--- src/epmf_pkg.sv ---
// shared types and constants for the encoder period median filter
package epmf_pkg;

  localparam int unsigned DataW         = 32;
  localparam int unsigned CountW        = 16;
  localparam int unsigned CmdW          = 2;
  localparam int unsigned WindowDefault = 10;

  typedef logic [DataW-1:0]  data_t;
  typedef logic [CountW-1:0] count_t;
  typedef logic [CmdW-1:0]   cmd_t;

  localparam data_t  PresetDefault = data_t'(1832);
  localparam count_t CountMax      = '1;

  // request codes
  localparam cmd_t CmdTick  = cmd_t'(0);
  localparam cmd_t CmdReset = cmd_t'(1);
  localparam cmd_t CmdInit  = cmd_t'(2);

  // per-cycle control sent from the sequencer to every cell
  typedef struct packed {
    logic win_shift;
    logic win_fill;
    logic rank_init;
    logic rank_step;
  } cell_ctl_t;

endpackage

--- src/encoder_period_median_filter.sv ---
// top level of the encoder period median filter
//
// each request (tick, reset or init) returns one result carrying the
// saturating tick count, the newest interval and the upper median of the
// last WINDOW intervals. the window lives in a ring of WINDOW cells; after
// the window is updated each cell takes a copy of its neighbor's entry as a
// probe, and the probes rotate round the ring past every other cell while
// each cell counts how many probes sort below its own entry (ties broken
// by slot). the cell whose rank is WINDOW/2 supplies the median. a request
// is taken in the idle state, where the window is updated; the init state
// seeds the probes, the rank state rotates them, and the output state loads
// the output register. the output register lets a new request enter while
// a result still waits to be taken; the block only holds in its output
// state if the previous result is still pending. the preset interval
// register may be written at any time the block is idle and takes effect
// on the next reset or init request.
module encoder_period_median_filter #(
  parameter int unsigned WINDOW = epmf_pkg::WindowDefault
) (
  input  logic                   clk_i,
  input  logic                   rst_ni,
  // preset interval register
  input  logic                   cfg_we_i,
  input  epmf_pkg::data_t        cfg_wdata_i,
  // request channel
  input  logic                   in_valid_i,
  output logic                   in_ready_o,
  input  epmf_pkg::cmd_t         cmd_i,
  input  epmf_pkg::data_t        time_us_i,
  // result channel
  output logic                   out_valid_o,
  input  logic                   out_ready_i,
  output epmf_pkg::count_t       tick_count_o,
  output epmf_pkg::data_t        last_interval_o,
  output epmf_pkg::data_t        median_interval_o
);

  localparam int unsigned IdxW    = $clog2(WINDOW);
  localparam int unsigned MedRank = WINDOW / 2;

  // sequencer states
  localparam logic [1:0] StIdle = 2'd0;
  localparam logic [1:0] StInit = 2'd1;
  localparam logic [1:0] StRank = 2'd2;
  localparam logic [1:0] StOut  = 2'd3;

  logic [1:0]       state_q, state_d;
  logic [IdxW-1:0]  step_q, step_d;
  epmf_pkg::data_t  preset_q;
  epmf_pkg::data_t  prev_time_q;
  epmf_pkg::count_t tick_cnt_q;

  logic             out_valid_q;
  epmf_pkg::count_t out_count_q;
  epmf_pkg::data_t  out_last_q, out_med_q;

  logic                accept;
  logic                is_tick, is_fill;
  logic                out_load;
  epmf_pkg::data_t     interval;
  epmf_pkg::data_t     median;
  epmf_pkg::cell_ctl_t ctl;

  epmf_pkg::data_t entry_w [WINDOW];
  epmf_pkg::data_t probe_w [WINDOW];
  logic [IdxW-1:0] pidx_w  [WINDOW];
  logic [IdxW-1:0] rank_w  [WINDOW];

  assign in_ready_o = (state_q == StIdle);
  assign accept     = in_valid_i && in_ready_o;
  assign is_tick    = (cmd_i == epmf_pkg::CmdTick);
  assign is_fill    = (cmd_i == epmf_pkg::CmdReset) || (cmd_i == epmf_pkg::CmdInit);
  // wraparound difference gives the right interval across a timer rollover
  assign interval   = time_us_i - prev_time_q;
  assign out_load   = (state_q == StOut) && (!out_valid_q || out_ready_i);

  assign ctl.win_shift = accept && is_tick;
  assign ctl.win_fill  = accept && is_fill;
  assign ctl.rank_init = (state_q == StInit);
  assign ctl.rank_step = (state_q == StRank);

  // ring of cells: entries shift toward slot 0 (oldest), probes rotate upward
  for (genvar k = 0; k < WINDOW; k++) begin : g_cell
    localparam int unsigned Prv = (k + WINDOW - 1) % WINDOW;
    epmf_pkg::data_t shift_in;

    if (k == WINDOW - 1) begin : g_newest
      assign shift_in = interval;
    end else begin : g_older
      assign shift_in = entry_w[k+1];
    end

    epmf_cell #(
      .Window  (WINDOW),
      .CellIdx (k)
    ) u_cell (
      .clk_i       (clk_i),
      .rst_ni      (rst_ni),
      .ctl_i       (ctl),
      .preset_i    (preset_q),
      .shift_in_i  (shift_in),
      .nbr_entry_i (entry_w[Prv]),
      .nbr_probe_i (probe_w[Prv]),
      .nbr_pidx_i  (pidx_w[Prv]),
      .entry_o     (entry_w[k]),
      .probe_o     (probe_w[k]),
      .pidx_o      (pidx_w[k]),
      .rank_o      (rank_w[k])
    );
  end

  // ranks form a permutation, so exactly one cell matches the median rank
  always_comb begin
    median = '0;
    for (int k = 0; k < WINDOW; k++) begin
      if (rank_w[k] == IdxW'(MedRank)) begin
        median = median | entry_w[k];
      end
    end
  end

  // sequencer
  always_comb begin
    state_d = state_q;
    step_d  = step_q;
    unique case (state_q)
      StIdle: begin
        if (accept) begin
          state_d = StInit;
        end
      end
      StInit: begin
        step_d  = '0;
        state_d = StRank;
      end
      StRank: begin
        step_d = step_q + IdxW'(1);
        if (step_q == IdxW'(WINDOW - 2)) begin
          state_d = StOut;
        end
      end
      StOut: begin
        if (out_load) begin
          state_d = StIdle;
        end
      end
      default: begin
        state_d = StIdle;
      end
    endcase
  end

  always_ff @(posedge clk_i or negedge rst_ni) begin
    if (!rst_ni) begin
      state_q <= StIdle;
      step_q  <= '0;
    end else begin
      state_q <= state_d;
      step_q  <= step_d;
    end
  end

  // preset register, time stamp and tick counter
  always_ff @(posedge clk_i or negedge rst_ni) begin
    if (!rst_ni) begin
      preset_q    <= epmf_pkg::PresetDefault;
      prev_time_q <= '0;
      tick_cnt_q  <= '0;
    end else begin
      if (cfg_we_i) begin
        preset_q <= cfg_wdata_i;
      end
      if (accept) begin
        if (is_tick) begin
          prev_time_q <= time_us_i;
          if (tick_cnt_q != epmf_pkg::CountMax) begin
            tick_cnt_q <= tick_cnt_q + epmf_pkg::count_t'(1);
          end
        end else if (is_fill) begin
          tick_cnt_q <= '0;
          if (cmd_i == epmf_pkg::CmdInit) begin
            prev_time_q <= time_us_i;
          end
        end
      end
    end
  end

  // output register
  always_ff @(posedge clk_i or negedge rst_ni) begin
    if (!rst_ni) begin
      out_valid_q <= 1'b0;
    end else if (out_load) begin
      out_valid_q <= 1'b1;
    end else if (out_ready_i) begin
      out_valid_q <= 1'b0;
    end
  end

  always_ff @(posedge clk_i) begin
    if (out_load) begin
      out_count_q <= tick_cnt_q;
      out_last_q  <= entry_w[WINDOW-1];
      out_med_q   <= median;
    end
  end

  assign out_valid_o       = out_valid_q;
  assign tick_count_o      = out_count_q;
  assign last_interval_o   = out_last_q;
  assign median_interval_o = out_med_q;

endmodule

--- src/epmf_cell.sv ---
// one window cell: holds an entry and ranks it against a circulating probe
module epmf_cell #(
  parameter int unsigned Window  = epmf_pkg::WindowDefault,
  parameter int unsigned CellIdx = 0,
  localparam int unsigned IdxW   = $clog2(Window)
) (
  input  logic                clk_i,
  input  logic                rst_ni,
  input  epmf_pkg::cell_ctl_t ctl_i,
  input  epmf_pkg::data_t     preset_i,
  input  epmf_pkg::data_t     shift_in_i,
  input  epmf_pkg::data_t     nbr_entry_i,
  input  epmf_pkg::data_t     nbr_probe_i,
  input  logic [IdxW-1:0]     nbr_pidx_i,
  output epmf_pkg::data_t     entry_o,
  output epmf_pkg::data_t     probe_o,
  output logic [IdxW-1:0]     pidx_o,
  output logic [IdxW-1:0]     rank_o
);

  localparam int unsigned InitIdx = (CellIdx + Window - 1) % Window;

  epmf_pkg::data_t entry_q, probe_q;
  logic [IdxW-1:0] pidx_q, rank_q;
  logic            inc;

  // probe sorts before this entry: smaller, or equal and from a lower slot
  assign inc = (probe_q < entry_q) ||
               ((probe_q == entry_q) && (pidx_q < IdxW'(CellIdx)));

  always_ff @(posedge clk_i or negedge rst_ni) begin
    if (!rst_ni) begin
      entry_q <= epmf_pkg::PresetDefault;
    end else if (ctl_i.win_fill) begin
      entry_q <= preset_i;
    end else if (ctl_i.win_shift) begin
      entry_q <= shift_in_i;
    end
  end

  always_ff @(posedge clk_i) begin
    if (ctl_i.rank_init) begin
      probe_q <= nbr_entry_i;
      pidx_q  <= IdxW'(InitIdx);
      rank_q  <= '0;
    end else if (ctl_i.rank_step) begin
      probe_q <= nbr_probe_i;
      pidx_q  <= nbr_pidx_i;
      rank_q  <= rank_q + IdxW'(inc);
    end
  end

  assign entry_o = entry_q;
  assign probe_o = probe_q;
  assign pidx_o  = pidx_q;
  assign rank_o  = rank_q;

endmodule

--- config.mk ---
export PLATFORM = sky130hd
export DESIGN_NAME = encoder_period_median_filter
export DESIGN_NICKNAME = d
export VERILOG_FILES = /design/src/epmf_pkg.sv /design/src/encoder_period_median_filter.sv /design/src/epmf_cell.sv
export SDC_FILE = /design/constraint.sdc
export NUM_CORES = 2
export LEC_CHECK = 0
export BUFFER_PORTS_ARGS = -buffer_cell sky130_fd_sc_hd__buf_2
export CORE_UTILIZATION = 32
export DETAILED_ROUTE_END_ITERATION = 10
export PLACE_DENSITY_LB_ADDON = 0.1
export SETUP_SLACK_MARGIN = 0.2
export SLEW_MARGIN = 5
export SYNTH_ARGS = -nofsm -noshare
export SYNTH_HDL_FRONTEND = slang
export SYNTH_SLANG_ARGS = --single-unit
--- constraint.sdc ---
create_clock -name clk_i -period 9.85 [get_ports clk_i]
set_input_delay 0.985 -clock clk_i [delete_from_list [all_inputs] [get_ports clk_i]]
set_output_delay 0.985 -clock clk_i [all_outputs]
set_load 0.05 [all_outputs]
==> out/qor.csv <==
stage,metric,value,unit
critical_path,crit path cell chain,"inv_1, ha_1, nand4_1, nor2_1, and3_1, nand4_1, a31oi_1, o22ai_1, ha_1, ha_1, mux2i_1, nor2_1",
placement,IO buf count,152,
sta,Slew headroom,26.7,%
critical_path,reg2reg start,g_cell[1].u_cell.entry_o[31]$_DFFE_PN0P_,
placement,Detailed Place HPWL,115,mm
clock_tree,H-tree Lvls,3,
critical_path,crit path max fanout,4,
sta,# setup viols final,0,
synth,Seq cells post-synth,887,
critical_path,CP Buf/Inv Count,1,
critical_path,WP data required,10.38,ns
sta,final max-slew violation count,0,
sta,final hold vios,0,
layout,most frequent cells in the layout,"edfxtp_1, ha_1, inv_1",
routing,DRT iter0 DRCs,2542,
placement,GPL Wtd Cong,0.838,
floorplan,core area,143000,sq um
synth,syn_area_per_cell,11.4,sq um
layout,Filler Cells Inserted,14300,
grt,initial antenna violation count,6,
routing,Via density,5.38,
outcome,status,completed,
grt,All-Layer GR Usage,22.4,%
layout,"Area growth, synth to finish",14.3,%
run,Max Cap Viol,0,
clock_tree,Root Driver,clkbuf_16,
critical_path,critical path depth,12,
clock_tree,total CTS buffers,110,
placement,cell count after placement,5943,
synth,Syn Inst Count,4062,
sta,Max Freq,245,MHz
pwr,PD cells,398,nW/um^2
synth,Post-Synthesis Net Count,4514,
synth,Post-Syn Area,46200,sq um
layout,register area,23900,sq um
layout,multi-input logic area,20300,sq um
critical_path,CP top delay family,simple AND/OR/NAND/NOR gates,
layout,nets,4604,
routing,Remaining DRCs,0,
floorplan,I/O pin cnt,153,
critical_path,crit path kind,reg2reg,
layout,Util after Layout,36.8,%
placement,Post-DP Area,49100,sq um
layout,final instance area,52800,sq um
synth,post-synthesis sequential area ratio,51.7,%
critical_path,Reg2Reg Depth,12,
synth,Yosys warnings,0,
synth,Netlist cell types,76,
clock_tree,clock-pin slew on the worst setup and hold paths,0.06,ns
layout,Non-Filler Instances,6159,
grt,GRT overflow,0,
grt,vias in the first global route,33300,
placement,pre-CTS setup slack,5.28,ns
floorplan,Die H,382,microns
critical_path,CP Launch Type,flop,
sta,Fin Clk Skew,0.0795,ns
clock_tree,post-CTS sizing,0,
routing,drt pass-1 iters,5,
layout,"most common cell after layout, fill and taps aside",edfxtp_1,
synth,"EDFF count, synth",400,
floorplan,Starting Density,32.2,%
floorplan,die area,146000,sq um
critical_path,CP arrival,4.61,ns
grt,largest net degree at the start of global routing,124,
sta,setup TNS,0,ns
pwr,Peak VDD IR,0.000403,V
floorplan,Die X,382,microns
clock_tree,Post-CTS Setup Repair Bufs,0,
grt,first-pass GRT wire length,240,mm
pwr,P_leak,21.9,nW
clock_tree,CTS tree,built,
clock_tree,maximum clock path buffer count,3,
layout,layout cells sized above 1,18.9,%
clock_tree,"Hold-fix buffers, CTS",0,
routing,Routed Antenna Nets,0,
synth,asr flop ratio synth,45.9,%
routing,drt total wl,165,mm
hold_path,HP Class,in2async,
critical_path,crit end category,flop,
sta,post-route setup slack,5.76,ns
floorplan,Rows,139,
critical_path,Most Frequent Cell on Critical Path,ha_1,
critical_path,CP max-delay cell,a31oi_1,
clock_tree,clk_lat worst skew,0.75,ns
critical_path,CP peak stage delay,0.72,ns
clock_tree,clk sinks,887,
sta,crit share post-route,41.5,%
routing,via count,33200,
sta,Worst-Margin Slew,1.10,ns
critical_path,worst reg2reg endpoint,g_cell[1].u_cell.rank_o[1]$_SDFFE_PP0P_,
routing,wire length per cell,26.7,microns
sta,post-route minimum period,4.09,ns
critical_path,reg2reg setup slack,5.76,ns
synth,"Primary FF master, synth",edfxtp_1,
sta,RSZ-0062 raised after global routing,false,
[cell type report]
class	count	area share, %
Multi-Input combinational cell	2578	38.4
Timing Repair Buffer	201	2.23
Clock buffer	145	5.70
Tap cell	1903	4.51
Antenna cell	6	0.0284
Inverter	374	2.66
Clock inverter	65	1.23
Sequential cell	887	45.2
[worst reg2reg max path: cells and delay by family (launching register included)]
family,cells,cell delay [ns]
buf+inv,1,0.09
simple gates,5,1.46
mux,1,0.13
compound gates,2,0.93
fa+ha+maj,3,0.85
flops,1,0.41
[how the worst max path moves through the flow]
stage,end,slack [ns],startpoint
after floorplan,step_q[3]$_DFFE_PN0P_,1.90,state_q[0]$_DFFE_PN0P_
after global placement,g_cell[9].u_cell.entry_o[9]$_DFFE_PN1P_,5.27,cmd_i[0]
after detailed placement,g_cell[5].u_cell.entry_o[9]$_DFFE_PN1P_,5.28,cmd_i[0]
after CTS,g_cell[3].u_cell.rank_o[1]$_SDFFE_PP0P_,5.75,g_cell[3].u_cell.entry_o[15]$_DFFE_PN0P_
after global routing,g_cell[7].u_cell.rank_o[2]$_SDFFE_PP0P_,5.54,g_cell[7].u_cell.entry_o[1]$_DFFE_PN0P_
final,g_cell[1].u_cell.rank_o[1]$_SDFFE_PP0P_,5.76,g_cell[1].u_cell.entry_o[31]$_DFFE_PN0P_
[stage by stage]
step                hold slack, ns  power [mW]
floorplan                    0.447        13.2
global placement             0.469        17.0
finish                       0.242        21.0
CTS                          0.222        21.3
global route                 0.263        22.4
detailed placement           0.474        17.0
[registers in the layout (all words and copies together), names as in the netlist]
register	count
preset_q	32
tick_count_o	16
tick_cnt_q	16
last_interval_o	32
prev_time_q	32
state_q	2
out_valid_o	1
g_cell.u_cell.entry_o	320
g_cell.u_cell.rank_o	40
g_cell.u_cell.probe_o	320
step_q	4
g_cell.u_cell.pidx_o	40
median_interval_o	32
[per-layer routing]
layer  routed length [microns]  GRT usage, %
met5                        42             0
met4                      3390          4.74
met3                      7230          3.66
met2                     76000          35.7
met1                     78000          31.8
[report_power, final]
group / leakage (nW) / total [mW] / internal, mW / switching (mW)
logic: 11.0 / 9.01 / 3.43 / 5.57
clock network: 1.76 / 4.17 / 2.43 / 1.74
registers: 9.14 / 7.85 / 6.32 / 1.53
[cells in the mapped netlist, types with 62 or more instances]
cell | count | share of area, %
a21o_1 | 62 | 1.0
clkbuf_1 | 201 | 1.6
a21oi_1 | 335 | 3.6
nand2_1 | 154 | 1.3
a211oi_1 | 118 | 1.9
dfrtp_1 | 352 | 19
inv_1 | 374 | 3.0
ha_1 | 380 | 10
a22oi_1 | 96 | 1.6
dfxtp_1 | 80 | 3.5
o21ai_0 | 239 | 2.6
edfxtp_1 | 400 | 26
nor2_1 | 142 | 1.2
mux2_2 | 345 | 8.4
o221ai_1 | 87 | 1.7
nand4_1 | 105 | 1.4
[kinds of logic (layout without fill, tap and decap cells)]
family          after synthesis  in the layout  synth area share, %
compound gates             1133           1133                 15.9
flops                       887            887                 51.7
simple gates                618            618                 6.80
buf+inv                     597            785                 4.86
mux                         392            392                 9.43
fa+ha+maj                   381            381                 10.3
xor+xnor                     54             54                 1.02
other cells                   0              6                    0
(Power assumes the default switching activity.)
